### config.mk
export PLATFORM = sky130hd
export DESIGN_NAME = sbst_ctrl
export DESIGN_NICKNAME = d
export VERILOG_FILES = /design/src/hw/rtl/sbst_pkg.sv /design/src/hw/rtl/sbst_ctrl.sv
export SDC_FILE = /design/constraint.sdc
export NUM_CORES = 1
export LEC_CHECK = 0
export BUFFER_PORTS_ARGS = -buffer_cell sky130_fd_sc_hd__buf_4
export CAP_MARGIN = 20
export CORE_MARGIN = 5
export CORE_UTILIZATION = 43
export DETAILED_ROUTE_END_ITERATION = 6
export HOLD_SLACK_MARGIN = 0.03
export PLACE_DENSITY = 0.67
export SLEW_MARGIN = 30
export SYNTH_ARGS = -nofsm -noshare
export SYNTH_HDL_FRONTEND = slang
export SYNTH_SLANG_ARGS = --single-unit
export TNS_END_PERCENT = 5
### constraint.sdc
create_clock -name clk -period 2 [get_ports clk]
set_input_delay 0.1 -clock clk [delete_from_list [all_inputs] [get_ports clk]]
set_output_delay 0.1 -clock clk [all_outputs]
set_load 0.1 [all_outputs]
### src/hw/rtl/sbst_pkg.sv
// Shared types and constants for the second-best spanning tree cost block
package sbst_pkg;

    localparam int CFG_W           = 7;
    localparam int COST_W          = 26;
    localparam int MAX_NODES_DEF   = 64;
    localparam int WEIGHT_BITS_DEF = 20;
    localparam logic [CFG_W-1:0] NODE_COUNT_RESET = 7'd64;

    typedef enum logic [4:0] {
        ST_IDLE, ST_INIT, ST_ROUND, ST_SCAN_RD, ST_SCAN_CMP,
        ST_FIND_A, ST_FIND_B, ST_FIND_C, ST_CHECK, ST_MP_RD, ST_MP_CMP,
        ST_MERGE, ST_X_RD, ST_X_CHK, ST_X_NEXT, ST_Y_RD, ST_Y_CHK,
        ST_RL_START, ST_RL_RD, ST_RL_CHK, ST_NEXT, ST_DONE
    } state_t;

    typedef enum logic [4:0] {
        OP_NONE, OP_LOAD, OP_INIT, OP_ROUND, OP_SCAN_RD, OP_SCAN_CMP,
        OP_FIND_A, OP_FIND_B, OP_FIND_C, OP_MP_RD, OP_MP_CMP,
        OP_MERGE, OP_X_RD, OP_X_CHK, OP_X_NEXT, OP_Y_RD, OP_Y_CHK,
        OP_RL_START, OP_RL_RD, OP_RL_CHK, OP_NEXT, OP_DONE
    } op_t;

    typedef struct packed {
        logic x_last;
        logic y_last;
        logic k_last;
        logic rounds_last;
        logic roots_differ;
        logic label_is_ra;
        logic label_is_rb;
    } sbst_status_t;

endpackage

### src/hw/rtl/sbst_ctrl.sv
// Controller state machine sequencing load, edge scan, union and result
module sbst_ctrl (
    input  logic                  clk,
    input  logic                  rst_n,
    input  logic                  start,
    input  logic                  final_edge,
    input  sbst_pkg::sbst_status_t status,
    output logic                  busy,
    output sbst_pkg::op_t         op
);
    import sbst_pkg::*;

    state_t state_reg, state_next;

    always_ff @(posedge clk or negedge rst_n)
    begin
        if (!rst_n)
        begin
            state_reg <= ST_IDLE;
        end
        else
        begin
            state_reg <= state_next;
        end
    end

    always_comb
    begin
        state_next = state_reg;
        op         = OP_NONE;
        busy       = 1'b1;
        case (state_reg)
            ST_IDLE:
            begin
                busy = 1'b0;
                if (start)
                begin
                    op = OP_LOAD;
                    if (final_edge)
                    begin
                        state_next = ST_INIT;
                    end
                end
            end
            ST_INIT:
            begin
                op = OP_INIT;
                if (status.x_last)
                begin
                    state_next = ST_ROUND;
                end
            end
            ST_ROUND:
            begin
                op         = OP_ROUND;
                state_next = ST_SCAN_RD;
            end
            ST_SCAN_RD:
            begin
                op         = OP_SCAN_RD;
                state_next = ST_SCAN_CMP;
            end
            ST_SCAN_CMP:
            begin
                op         = OP_SCAN_CMP;
                state_next = status.k_last ? ST_FIND_A : ST_SCAN_RD;
            end
            ST_FIND_A:
            begin
                op         = OP_FIND_A;
                state_next = ST_FIND_B;
            end
            ST_FIND_B:
            begin
                op         = OP_FIND_B;
                state_next = ST_FIND_C;
            end
            ST_FIND_C:
            begin
                op         = OP_FIND_C;
                state_next = ST_CHECK;
            end
            ST_CHECK:
            begin
                state_next = status.roots_differ ? ST_MERGE : ST_MP_RD;
            end
            ST_MP_RD:
            begin
                op         = OP_MP_RD;
                state_next = ST_MP_CMP;
            end
            ST_MP_CMP:
            begin
                op         = OP_MP_CMP;
                state_next = ST_NEXT;
            end
            ST_MERGE:
            begin
                op         = OP_MERGE;
                state_next = ST_X_RD;
            end
            ST_X_RD:
            begin
                op         = OP_X_RD;
                state_next = ST_X_CHK;
            end
            ST_X_CHK:
            begin
                op = OP_X_CHK;
                if (status.label_is_ra)
                begin
                    state_next = ST_Y_RD;
                end
                else if (status.x_last)
                begin
                    state_next = ST_RL_START;
                end
                else
                begin
                    state_next = ST_X_NEXT;
                end
            end
            ST_X_NEXT:
            begin
                op         = OP_X_NEXT;
                state_next = ST_X_RD;
            end
            ST_Y_RD:
            begin
                op         = OP_Y_RD;
                state_next = ST_Y_CHK;
            end
            ST_Y_CHK:
            begin
                op = OP_Y_CHK;
                if (!status.y_last)
                begin
                    state_next = ST_Y_RD;
                end
                else if (status.x_last)
                begin
                    state_next = ST_RL_START;
                end
                else
                begin
                    state_next = ST_X_NEXT;
                end
            end
            ST_RL_START:
            begin
                op         = OP_RL_START;
                state_next = ST_RL_RD;
            end
            ST_RL_RD:
            begin
                op         = OP_RL_RD;
                state_next = ST_RL_CHK;
            end
            ST_RL_CHK:
            begin
                op         = OP_RL_CHK;
                state_next = status.x_last ? ST_NEXT : ST_RL_RD;
            end
            ST_NEXT:
            begin
                op         = OP_NEXT;
                state_next = status.rounds_last ? ST_DONE : ST_ROUND;
            end
            ST_DONE:
            begin
                op         = OP_DONE;
                state_next = ST_IDLE;
            end
            default:
            begin
                state_next = ST_IDLE;
            end
        endcase
    end
endmodule

After elaboration in Yosys (flattened, before gate mapping)
Cells that the tools add are included.
{ "classes": {"addsub": 0, "mul": 0, "n_div": 0, "order_cmp": 0, "eq_ne": 24, "shifts": 0, "n_mux": 14, "n_bitwise": 0, "reduce_logical": 3} }
{ "op_table": {"columns": ["cell", "count"], "rows": [
  ["one-hot mux 5 bit (21 select lines)", 1],
  ["one-hot mux 5 bit (20 select lines)", 1],
  ["== test 5 x 4 -> 1 bit (second input constant)", 8],
  ["two-way mux 5 bit", 7],
  ["== test 5 bit (second input constant)", 6],
  ["== test 5 x 3 -> 1 bit (second input constant)", 4],
  ["== test 5 x 2 -> 1 bit (second input constant)", 2],
  ["two-way mux 3 bit", 2],
  ["!= test 2 bit (second input constant)", 3],
  ["== test 5 x 1 -> 1 bit (second input constant)", 1],
  ["logical NOT 5 bit", 1],
  ["AND reduction 3 bit", 1],
  ["two-way mux 1 bit", 2],
  ["two-way mux 2 bit", 1],
  ["OR reduction 2 bit", 1]
]} }
{ "word_totals": {"reg_bits": 5, "latch_bits": 0, "ramBits": 0, "mem_bits_ro": 0, "in_bits": 11, "output_inout_bits": 6, "word_cells": 42, "n_memories": 0} }

Logic depth before layout (Yosys ltp)
{ "logic_depth": {"word_depth": 3, "ltp_mapped": 6} }

Least setup slack after synthesis
OpenSTA, ideal clock, no wires.
{ "synth_path": {"path_kind": "flip-flop to output port", "start": "register state_reg[0]", "end": "output op[0]", "arrival_time_ps": 2875, "slack_ps": -975, "stages_incl_launch_ff": 5, "n_path_buf": 1, "cell_sequence": "dfrtp_1 > buf_2 > and2b_1 > xnor2_1 > nor3_1"} }
{ "synth_via": {"elab_chain_len": 2, "elab_cells_between_ends": 22, "classes_between": "20 x eq/ne; 1 x mux; 1 x reduce/logical"} }
{ "synth_rtl": {"columns": ["item", "line_no", "source"], "rows": [
  ["start, declared", "sbst_ctrl.sv:13", "state_t state_reg, state_next;"],
  ["start signal, assigned", "sbst_ctrl.sv:23", "state_reg <= state_next;"],
  ["== test 5 bit, or another cell as far along", "sbst_ctrl.sv:32", "case (state_reg)"],
  ["one-hot mux 5 bit (21 select lines) (*)", "sbst_ctrl.sv:32", null],
  ["end, declared", "sbst_ctrl.sv:9", "output sbst_pkg::op_t op"]
]} }
Every way passes the cells marked *; elsewhere a longest branch is shown, timed or not.

Worst setup path in the final report
{ "layout_path": {"start": "register state_reg[4]", "end": "output op[0]"} }
The elaborated chain is that of the path after synthesis.

==> impl_metrics.ini <==
[setup_path]
slowest_stage = dfrtp_2
arrival_ps = 1720
path_max_fanout = 11
critical_path_class = flip-flop to output port
cp_common_cell = buf_4
required_ps = 1900
path_cells = buf_4, and2b_1, xnor2_1, nor3_2, buf_4
crit_cells = 5
crit_path_end_kind = output port
critPathLaunchType = flip-flop
crit_path_max_incr_delay_ps = 480
crit_family = buffers and inverters
reg2regPathDepth = 4
path_buf_inv = 2

[status]
status = completed

[sta]
setup_viol = 0
maxSlewViolCount = 0
max_slew_margin_pct = 73.4
timing.fmax_mhz = 550
finalWorstSetupSlack_ps = 182
clock_skew_ps = 4.82
fin_crit_sh_pct = 90.9
rsz0062_at_grt = false
min_period_ps = 1820
worst_pin_slew_ps = 395
hold_viol = 0

[die]
start_util_pct = 45.8
dieArea_mm2 = 0.00251
core_mm2 = 0.00151
rows = 14
pin_count = 17
fp.dieW_um = 50.1
fp.dieH_um = 50.1

[yosys]
ys.flop_type = dfrtp_1
synth-edff-count = 0
ys_ff_latch = 5
yosysTopAreaCellShare_pct = 18.1
async_reset_ff_share_pct = 100
seq_area_frac_synth_pct = 18.1
avgSynthCellArea_um2 = 7.12
netlist_instances = 97
syn-num-nets = 108
synth_top_area_cell = dfrtp_1
ys_warn_count = 0
syn-cell-area_um2 = 691
ys_types = 41
synth.area.top_cells = dfrtp_1 18%, nor3_1 8.7%, o21ai_0 5.8%

[min_path]
hp-class = input pin to flip-flop
whs_path_depth = 3

[placement]
detailedPlace.worstSlack_ps = 356
place_congestion = 0.890
place_area_um2 = 820
port_buffers = 15
post-dp-hpwl_um = 1440

[route]
drt-pass1-iter-count = 4
ant_nets = 0
drt-vias-per-instance = 6.12
num_vias = 796
drt_drc_violations_left = 0
wl_per_cell_um = 14.8
drt_wl_total_um = 1930
drt_iter0_markers = 24

[clock_tree]
htree_levels = 1
cts_buffers = 3
clk_pin_slew_ps = 50
cts-root-buf = clkbuf_4
clock_latency_ps = 250
tritoncts = done
cts_buffer_depth = 2
clkSinkCount = 5

[layout]
nets = 126
largest_register_ffs = 5
post_route_cells_drive_above_1_share_pct = 30.7
area_growth_pct = 24.1
antennaDiodeCount = 0
stdcell_area_um2 = 857

[global_route]
grt_remaining_overflow = 0
grt_first_pass_wirelength_um = 3240
antenna_found_initial = 0
grt_max_degree = 21
track_usage_pct = 16.0
grt_pass1_vias = 706

[flow_run]
cap_violations = 0
[Yosys cell counts, drive strengths merged (2+ instances only)]
| master | n |
|---|---|
| nand2b | 3 |
| mux2i | 2 |
| buf | 9 |
| a21oi | 7 |
| o22ai | 2 |
| o21ai | 12 |
| nor2 | 3 |
| and3 | 2 |
| nand3b | 2 |
| nor3 | 13 |
| dfrtp | 5 |
| nand2 | 8 |
| inv | 7 |
| a2111oi | 2 |
[cells in the final DEF (no fill, tap or decap), types with 2 or more instances in the layout]
cell / netlist / routed
dfrtp_1: 5 / 4
buf_4: 2 / 21
inv_1: 6 / 6
clkbuf_4: 0 / 3
and3_1: 2 / 2
nand3b_1: 2 / 2
nor2_1: 3 / 3
mux2i_1: 2 / 2
a21oi_1: 7 / 7
nand2_1: 8 / 8
o21ai_0: 8 / 8
nor3_2: 1 / 2
o21ai_1: 4 / 4
nand2b_1: 2 / 2
nor3_1: 12 / 11
a2111oi_0: 2 / 2
[worst paths after layout]
path	start	end	slack, ps
worst max-delay path	state_reg[4]$_DFFE_PN0P_	op[0]	180
worst min-delay path	status[3]	state_reg[4]$_DFFE_PN0P_	120
worst max register to register	state_reg[1]$_DFFE_PN0P_	state_reg[0]$_DFFE_PN0P_	380
worst min register to register	state_reg[4]$_DFFE_PN0P_	state_reg[3]$_DFFE_PN0P_	620
max in group asynchronous	rst_n	state_reg[4]$_DFFE_PN0P_	1680
min in group asynchronous	rst_n	state_reg[4]$_DFFE_PN0P_	200
[kinds of logic after synthesis]
logic type / after synthesis / synth area share (%)
DFF: 5 / 18.1
and+or+nand+nor: 38 / 30.4
buffers and inverters: 16 / 12.0
AOI/OAI and AO/OA: 35 / 35.3
xor gates and xnor gates: 1 / 1.27
muxes: 2 / 2.90
[per-stage QoR]
stage,setup TNS [ps],util [%],std cells,hold slack (ps)
floorplan,-934,-,97,-196
global placement,0,54.4,125,-99.0
detailed placement,0,54.4,125,-96.6
CTS,0,56.8,130,117
global route,0,56.9,130,154
finish,0,56.9,130,122
[tightest hold or removal path, cell delays in order]
cell and delay (ps):
buf_4 100, nand2_1 60, nand3_1 80
[layer usage]
layer,GRT usage [%],routed length (um)
met3,3.31,141
met5,0,0
met4,4.37,11
met2,25.9,930
met1,20.9,847
[layout make-up]
class / count / area (um2)
repair buffers: 22 / 168
well taps: 16 / 20.0
inverters: 7 / 26.3
fillers: 144 / 649
clock buffers: 4 / 26.3
multi-input cells: 76 / 490
flip-flops and latches: 5 / 126
[repair_timing]
action	in CTS	in global routing
gates resized for setup	0	1
hold endpoints to repair	5	0
hold buffers	1	0
setup buffers	0	0
endpoints found under the setup margin	0	1
Power is not shown: default switching activity piles up to over one toggle a cycle in this logic, so the estimate is an artifact.
